===== src/rtl/pwt_pkg.sv =====
// Package for the protobuf wire tokenizer.
// Holds event and error codes and the result record shared by core and top level.
// No dependencies.
package pwt_pkg;

    localparam int BYTE_W  = 8;
    localparam int FIELD_W = 32;
    localparam int WIRE_W  = 3;
    localparam int VALUE_W = 64;
    localparam int EVENT_W = 3;
    localparam int ERROR_W = 3;

    localparam logic [EVENT_W-1:0] EV_NONE    = 3'd0;
    localparam logic [EVENT_W-1:0] EV_TAG     = 3'd1;
    localparam logic [EVENT_W-1:0] EV_VARINT  = 3'd2;
    localparam logic [EVENT_W-1:0] EV_LENGTH  = 3'd3;
    localparam logic [EVENT_W-1:0] EV_PAYLOAD = 3'd4;

    localparam logic [ERROR_W-1:0] ERR_NONE       = 3'd0;
    localparam logic [ERROR_W-1:0] ERR_ZERO_FIELD = 3'd1;
    localparam logic [ERROR_W-1:0] ERR_BAD_WIRE   = 3'd2;
    localparam logic [ERROR_W-1:0] ERR_TOO_LONG   = 3'd3;
    localparam logic [ERROR_W-1:0] ERR_TRUNCATED  = 3'd4;

    localparam logic [WIRE_W-1:0] WIRE_VARINT  = 3'd0;
    localparam logic [WIRE_W-1:0] WIRE_FIXED64 = 3'd1;
    localparam logic [WIRE_W-1:0] WIRE_LEN     = 3'd2;
    localparam logic [WIRE_W-1:0] WIRE_FIXED32 = 3'd5;

    typedef struct packed {
        logic [EVENT_W-1:0] event_res;
        logic [FIELD_W-1:0] field_number;
        logic [WIRE_W-1:0]  wire_type;
        logic [VALUE_W-1:0] value;
        logic [BYTE_W-1:0]  data_byte;
        logic               data_last;
        logic               message_done;
        logic [ERROR_W-1:0] error_code;
    } res_t;

endpackage


===== src/rtl/pwt_core.sv =====
// Decode core of the protobuf wire tokenizer: tokenizer state registers and
// the single-pass next-state and result logic for one byte.
// Depends on pwt_pkg.
module pwt_core (
    input  logic                       clk,
    input  logic                       rst_n,
    input  logic                       advance,
    input  logic [pwt_pkg::BYTE_W-1:0] in_byte,
    input  logic                       end_of_message,
    output pwt_pkg::res_t              res
);
    import pwt_pkg::*;

    localparam logic [1:0] PH_TAG     = 2'd0;
    localparam logic [1:0] PH_VALUE   = 2'd1;
    localparam logic [1:0] PH_LEN     = 2'd2;
    localparam logic [1:0] PH_PAYLOAD = 2'd3;

    localparam logic [3:0] CNT_LAST = 4'd9;

    logic [1:0]         phase_reg, phase_next;
    logic [VALUE_W-1:0] acc_reg, acc_next;
    logic [3:0]         cnt_reg, cnt_next;
    logic [FIELD_W-1:0] field_reg, field_next;
    logic [WIRE_W-1:0]  wire_reg, wire_next;
    logic [VALUE_W-1:0] rem_reg, rem_next;
    logic [ERROR_W-1:0] err_reg, err_next;

    logic [5:0]         shift;
    logic [VALUE_W-1:0] acc_or;
    logic [VALUE_W-1:0] rem_dec;
    logic [EVENT_W-1:0] ev;
    logic [VALUE_W-1:0] vout;
    logic [BYTE_W-1:0]  dbyte;
    logic               dlast;

    assign shift   = 6'({2'b00, cnt_reg} * 6'd7);
    assign acc_or  = acc_reg | ({{(VALUE_W-7){1'b0}}, in_byte[6:0]} << shift);
    assign rem_dec = (rem_reg != '0) ? rem_reg - VALUE_W'(1) : '0;

    always_comb
    begin
        phase_next = phase_reg;
        acc_next   = acc_reg;
        cnt_next   = cnt_reg;
        field_next = field_reg;
        wire_next  = wire_reg;
        rem_next   = rem_reg;
        err_next   = err_reg;
        ev         = EV_NONE;
        vout       = '0;
        dbyte      = '0;
        dlast      = 1'b0;

        if (err_reg == ERR_NONE)
        begin
            if (phase_reg == PH_PAYLOAD)
            begin
                ev       = EV_PAYLOAD;
                dbyte    = in_byte;
                rem_next = rem_dec;
                if (rem_dec == '0)
                begin
                    dlast      = 1'b1;
                    phase_next = PH_TAG;
                end
            end
            else
            begin
                acc_next = acc_or;
                if (!in_byte[7])
                begin
                    acc_next = '0;
                    cnt_next = '0;
                    case (phase_reg)
                        PH_TAG:
                        begin
                            field_next = acc_or[FIELD_W+2:3];
                            wire_next  = acc_or[WIRE_W-1:0];
                            if (acc_or[FIELD_W+2:3] == '0)
                            begin
                                err_next = ERR_ZERO_FIELD;
                            end
                            else
                            begin
                                case (acc_or[WIRE_W-1:0])
                                    WIRE_VARINT:
                                    begin
                                        ev         = EV_TAG;
                                        phase_next = PH_VALUE;
                                    end
                                    WIRE_FIXED64:
                                    begin
                                        ev         = EV_TAG;
                                        phase_next = PH_PAYLOAD;
                                        rem_next   = VALUE_W'(8);
                                    end
                                    WIRE_LEN:
                                    begin
                                        ev         = EV_TAG;
                                        phase_next = PH_LEN;
                                    end
                                    WIRE_FIXED32:
                                    begin
                                        ev         = EV_TAG;
                                        phase_next = PH_PAYLOAD;
                                        rem_next   = VALUE_W'(4);
                                    end
                                    default:
                                    begin
                                        err_next = ERR_BAD_WIRE;
                                    end
                                endcase
                            end
                        end
                        PH_VALUE:
                        begin
                            ev         = EV_VARINT;
                            vout       = acc_or;
                            phase_next = PH_TAG;
                        end
                        default:
                        begin
                            ev   = EV_LENGTH;
                            vout = acc_or;
                            if (acc_or == '0)
                            begin
                                phase_next = PH_TAG;
                            end
                            else
                            begin
                                rem_next   = acc_or;
                                phase_next = PH_PAYLOAD;
                            end
                        end
                    endcase
                end
                else if (cnt_reg >= CNT_LAST)
                begin
                    err_next = ERR_TOO_LONG;
                end
                else
                begin
                    cnt_next = cnt_reg + 4'd1;
                end
            end
        end

        if (end_of_message && err_next == ERR_NONE &&
            (phase_next != PH_TAG || cnt_next != '0))
        begin
            err_next = ERR_TRUNCATED;
        end

        res.event_res    = ev;
        res.field_number = field_next;
        res.wire_type    = wire_next;
        res.value        = vout;
        res.data_byte    = dbyte;
        res.data_last    = dlast;
        res.message_done = end_of_message;
        res.error_code   = err_next;

        if (end_of_message)
        begin
            phase_next = PH_TAG;
            acc_next   = '0;
            cnt_next   = '0;
            field_next = '0;
            wire_next  = '0;
            rem_next   = '0;
            err_next   = ERR_NONE;
        end
    end

    always_ff @(posedge clk or negedge rst_n)
    begin
        if (!rst_n)
        begin
            phase_reg <= PH_TAG;
            acc_reg   <= '0;
            cnt_reg   <= '0;
            field_reg <= '0;
            wire_reg  <= '0;
            rem_reg   <= '0;
            err_reg   <= ERR_NONE;
        end
        else if (advance)
        begin
            phase_reg <= phase_next;
            acc_reg   <= acc_next;
            cnt_reg   <= cnt_next;
            field_reg <= field_next;
            wire_reg  <= wire_next;
            rem_reg   <= rem_next;
            err_reg   <= err_next;
        end
    end

    a_cnt_range: assert property (@(posedge clk) disable iff (!rst_n)
        cnt_reg <= CNT_LAST)
        else $error("varint byte count out of range");

    a_payload_rem: assert property (@(posedge clk) disable iff (!rst_n)
        (phase_reg == PH_PAYLOAD && err_reg == ERR_NONE) |-> rem_reg != '0)
        else $error("payload phase with no bytes remaining");

    a_eom_clears: assert property (@(posedge clk) disable iff (!rst_n)
        (advance && end_of_message) |=> (phase_reg == PH_TAG && err_reg == ERR_NONE
            && cnt_reg == '0 && acc_reg == '0))
        else $error("state not cleared after end of message");

    a_cnt_tag_only: assert property (@(posedge clk) disable iff (!rst_n)
        (phase_reg == PH_PAYLOAD) |-> cnt_reg == '0)
        else $error("varint bytes pending in payload phase");

endmodule


===== src/rtl/protobuf_wire_tokenizer.sv =====
// Protobuf wire tokenizer: one encoded byte per item in, one result item out.
// Each accepted byte lands in the input register, and its decode lands in the result
// register when the input register advances, which it does not while a result is held.
// Throughput: one item per cycle while results are taken every cycle; a held result
// holds a full input register, which then drops byte_ready until the result is taken.
// Reset (rst_n low, asynchronous): pipeline empty, tokenizer expects a tag, no error.
module protobuf_wire_tokenizer (
    input  logic                        clk,
    input  logic                        rst_n,
    input  logic                        byte_valid,
    output logic                        byte_ready,
    input  logic [pwt_pkg::BYTE_W-1:0]  in_byte,
    input  logic                        end_of_message,
    output logic                        result_valid,
    input  logic                        result_ready,
    output logic [pwt_pkg::EVENT_W-1:0] event_res,
    output logic [pwt_pkg::FIELD_W-1:0] field_number,
    output logic [pwt_pkg::WIRE_W-1:0]  wire_type,
    output logic [pwt_pkg::VALUE_W-1:0] value,
    output logic [pwt_pkg::BYTE_W-1:0]  data_byte,
    output logic                        data_last,
    output logic                        message_done,
    output logic [pwt_pkg::ERROR_W-1:0] error_code
);
    import pwt_pkg::*;

    logic              in_valid_reg;
    logic [BYTE_W-1:0] in_byte_reg;
    logic              in_eom_reg;
    logic              out_valid_reg;
    res_t              res_next;
    res_t              res_reg;
    logic              advance;

    assign advance    = in_valid_reg && (!out_valid_reg || result_ready);
    assign byte_ready = !in_valid_reg || advance;

    pwt_core u_core (
        .clk            (clk),
        .rst_n          (rst_n),
        .advance        (advance),
        .in_byte        (in_byte_reg),
        .end_of_message (in_eom_reg),
        .res            (res_next)
    );

    always_ff @(posedge clk or negedge rst_n)
    begin
        if (!rst_n)
        begin
            in_valid_reg  <= 1'b0;
            out_valid_reg <= 1'b0;
        end
        else
        begin
            if (byte_ready)
            begin
                in_valid_reg <= byte_valid;
            end
            if (advance)
            begin
                out_valid_reg <= 1'b1;
            end
            else if (result_ready)
            begin
                out_valid_reg <= 1'b0;
            end
        end
    end

    always_ff @(posedge clk)
    begin
        if (byte_ready && byte_valid)
        begin
            in_byte_reg <= in_byte;
            in_eom_reg  <= end_of_message;
        end
        if (advance)
        begin
            res_reg <= res_next;
        end
    end

    assign result_valid = out_valid_reg;
    assign event_res    = res_reg.event_res;
    assign field_number = res_reg.field_number;
    assign wire_type    = res_reg.wire_type;
    assign value        = res_reg.value;
    assign data_byte    = res_reg.data_byte;
    assign data_last    = res_reg.data_last;
    assign message_done = res_reg.message_done;
    assign error_code   = res_reg.error_code;

endmodule

===== config.mk =====
export PLATFORM = sky130hd
export DESIGN_NAME = protobuf_wire_tokenizer
export DESIGN_NICKNAME = d
export VERILOG_FILES = /design/src/rtl/pwt_pkg.sv /design/src/rtl/pwt_core.sv /design/src/rtl/protobuf_wire_tokenizer.sv
export SDC_FILE = /design/constraint.sdc
export NUM_CORES = 1
export LEC_CHECK = 0
export ABC_AREA = 1
export BUFFER_PORTS_ARGS = -buffer_cell sky130_fd_sc_hd__buf_2
export CAP_MARGIN = 30
export CELL_PAD_IN_SITES_DETAIL_PLACEMENT = 1
export CELL_PAD_IN_SITES_GLOBAL_PLACEMENT = 2
export CORE_ASPECT_RATIO = 1.2
export CORE_UTILIZATION = 39
export CTS_CLUSTER_DIAMETER = 120
export DETAILED_ROUTE_END_ITERATION = 12
export HOLD_SLACK_MARGIN = 0.06
export PLACE_DENSITY = 0.93
export SLEW_MARGIN = 20
export SYNTH_ARGS = -nofsm -noshare
export SYNTH_HDL_FRONTEND = slang
export SYNTH_SLANG_ARGS = --single-unit

===== constraint.sdc =====
create_clock -name clk -period 8.61 [get_ports clk]
set_input_delay 0.861 -clock clk [delete_from_list [all_inputs] [get_ports clk]]
set_output_delay 0.861 -clock clk [all_outputs]
set_load 0.005 [all_outputs]

==> impl_results.md <==
* Status: completed
* Number of diodes at 0
* Resize count post-CTS at 0
* Synth Area in XOR/XNOR at 0.679%
* Initial core utilization at 39.9%
* Largest stage delay, worst path at 990 ps
* Dpl hpwl at around 48000 um
* DRC viols at 0
* Final Routed Wirelength at between 60000 and 70000 um
* Register Area at between 8000 and 9000 um2
* Inserted Clock Buffers at 35
* Startpoint type of the worst setup path: flop
* Placed insts at about 2800
* Leakage at 8.80 nW
* CTS Hold Buffers Added at 0
* Final Max Tran Viols at 0
* Worst-path fanout max at 128
* Detailed Route Iter0 Violations at roughly 1200
* All-Layer GR Usage at a little under 30%
* Max IR drop VDD at ~180 uV
* Post-synthesis mux area share at 0%
* Final critical path time including I/O delays and setup at about 5700 ps
* P per Cell Area at 379 nW/um2
* Root buffer cell: clkbuf_16
* Gate count of the mapped netlist at 2163
* Post-DRT Antenna Nets at 0
* Number of synthesized flops with an enable pin at 124
* Most frequent cells in the layout: nand2_1 (489), nor2_1 (336), inv_1 (287)
* Overall power at 7.25 mW
* Slowest cell on the critical path: fa_1
* Post-CTS Setup Bufs at 0
* Unrepaired setup endpoints after global routing: no
* TNS Setup at 0 ps
* FF-to-FF path depth at 20
* Top Metal Used: met4
* Post-Synth Adder-Cell Area at 1.67%
* Drt pass-1 iters at 5
* Worst hold path type: in -> async
* Nets at 2293
* Via density at 5.48
* Complex-gate fraction of the synthesized area at 12.1%
* Port Buffers at around 130
* Met2 routed wirelength at roughly 32000 um
* CTS sink cnt at 298
* Delay-heaviest family, CP: adder cells
* Die area at 43900 um2
* Synthesized area per cell at 7.76 um2
* Ys async rst share at slightly below 60%
* Synth Warn # at 0
* Share of cells above drive strength 1 at 13.7%
* Cell Count, Final, Fillers Out at 2832
* Area of the multi-input gates at 7110 um2
* Final instance area at 19100 um2
* Reg2reg end: u_core.rem_reg[52]
* Fill cells at 5203
* Worst slew pin tran at 949 ps
* Count of cell types in the netlist at 48
* Syn nets at 2196
* H-tree depth at 2
* Die H at roughly 230 um
* Vias post-DR at 15500
* Critical path cell sequence: fa_1, ha_1, fa_1, inv_1, nand4_1, nand2_1, nand3_1, nand2_1, inv_1, nand3_1, nor2_1, nand2_1, nor2_2, nand2_2, nor2_2, nand2_1, o211ai_4, buf_12, nor2_1, a21oi_2
* Global route overflow at 0
* Largest family of logic cells by synthesized area: simple AND/OR/NAND/NOR gates
* Element type at the critical path end: flop
* First-pass GRT wire length at slightly below 100000 um
* Core area at 42100 um2
* Reg2Reg Launch Point: u_core.cnt_reg[0]
* Post-DP Area at 17800 um2
* Top cell by count, worst path: nand2_1
* # setup viols final at 0
* Largest net degree at the start of global routing at 129
* Dominant synthesized flop cell: dfrtp_1
* Io pins at 130
* Routability Congestion at 0.971
* Critical path class: reg -> reg
* Critical path endpoint: u_core.rem_reg[52]
* Seq/Total Area, Yosys at ~48%
* Worst-path clk slew at 60 ps
* Standard-cell rows at 82
* F_max at 175 MHz
* Cell Area, Synth at 16800 um2
* Maximum buffer depth of the clock tree at 3
* Die Wd at about 190 um
* Layout area overhead at 13.9%
* TritonCTS clock tree: yes
* Critical Path Start: u_core.cnt_reg[0]
* Most common cell after layout, fill and taps aside: nand2_1
* M1 wire length at ~27000 um
* Worst R2R Setup Slack at a little under 3000 ps
* Critical Path Stages at 20
* Routed wire per std cell at 22.7 um
* Crit path arrival time at 6190 ps
* Simple-gate share of the synthesized area at 27.7%
* Initial antenna violation count at 0
* Final Cycle Share at between 60 and 70%
* Seq cells post-synth at between 200 and 300
* Clock latency on the worst-skew pair at 560 ps
* Vias in the first global route at about 16000
* CP Data Required Time at a little over 9000 ps
* Max Cap Viol at 0
* Buf/Inv on CP at 3
* Worst Skew at about 25 ps
* Hold Vio Cnt, Final at 0
* Max-slew headroom at 36.8%
* Routed met3 length at 2650 um
## per-layer routing
layer	GRT usage, %	up-vias
met2	50.0	420
met3	3.94	132
li1	-	7248
met1	37.8	7712
met5	0	-
met4	12.9	0
## cells in the mapped netlist (2+ instances only)
library cell,instances,area [um2]
nand2_1,490,1840
nor2_1,336,1260
inv_1,287,1080
dfrtp_1,174,4350
nand3_1,165,826
edfxtp_1,124,3720
o22ai_1,83,519
o21ai_0,80,400
a21oi_1,75,375
nand4_1,50,313
clkbuf_1,48,180
a21oi_2,43,377
nor3_1,20,100
inv_2,19,71.3
ha_1,16,200
o21ai_1,16,80.1
buf_2,15,75.1
o21bai_1,12,90.1
xor2_1,12,105
buf_4,11,82.6
nor2_2,10,62.6
nand3_2,9,90.1
buf_6,8,90.1
nand2_2,8,50.1
clkinv_1,7,26.3
nor4_1,6,37.5
or2_2,5,31.3
buf_1,4,15.0
fa_1,4,80.1
a21oi_4,3,48.8
a31oi_1,3,18.8
a31oi_2,2,25.0
and2_1,2,12.5
o32ai_1,2,17.5
## worst min path at each step
stage                                    start              endpoint  slack (ps)  cells past startpoint
final                                    rst_n          result_valid         320                      1
after global routing                     rst_n          result_valid         370                      1
after CTS                                rst_n   u_core.field_reg[0]         350                      1
after detailed placement    u_core.acc_reg[36]    u_core.acc_reg[36]         480                      2
after global placement    u_core.field_reg[10]  u_core.field_reg[10]         460                      2
after floorplan                     in_eom_reg          message_done         420                      0
## power breakdown
group	internal (mW)	total (mW)	leakage [nW]	switching [mW]
Combinational	0.901	3.44	4.66	2.54
Sequential	1.90	2.15	3.53	0.253
Clock	1.00	1.65	0.599	0.649
Total	3.80	7.25	8.80	3.44
## cells by family after synthesis
logic type / count (synthesis)
and+or+nand+nor: 1104
adders and majority gates: 20
DFF: 298
AOI/OAI and AO/OA: 328
xor gates and xnor gates: 13
buffers and inverters: 400
## worst reg2reg max path, delay by kind of cell, from the launching register on
kind            cells  cell delay, ps
fa+ha+maj           3            1740
compound gates      2             270
buf+inv             3            1290
simple gates       12            1690
flops               1             620
## area by class of cell
cell class,instances,share of cell area [%]
repair buffers,146,4.14
clock buffers,44,5.19
well taps,546,3.57
multi-input cells,1465,37.2
clock inverters,19,1.42
inverters,314,6.21
flip-flops and latches,298,42.3
## per-stage QoR
| step | util, % | worst slack [ps] | hold WS (ps) |
|---|---|---|---|
| 4_1_cts | 45.4 | 3010 | 355 |
| 3_3_place_gp | 42.4 | 3130 | 464 |
| 3_5_place_dp | 42.4 | 3040 | 476 |
| 6_report | 45.4 | 2890 | 319 |
| 5_1_grt | 45.4 | 2550 | 375 |
| 2_1_floorplan | - | 3540 | 424 |
No activity file was read; power rests on OpenSTA's default activity.
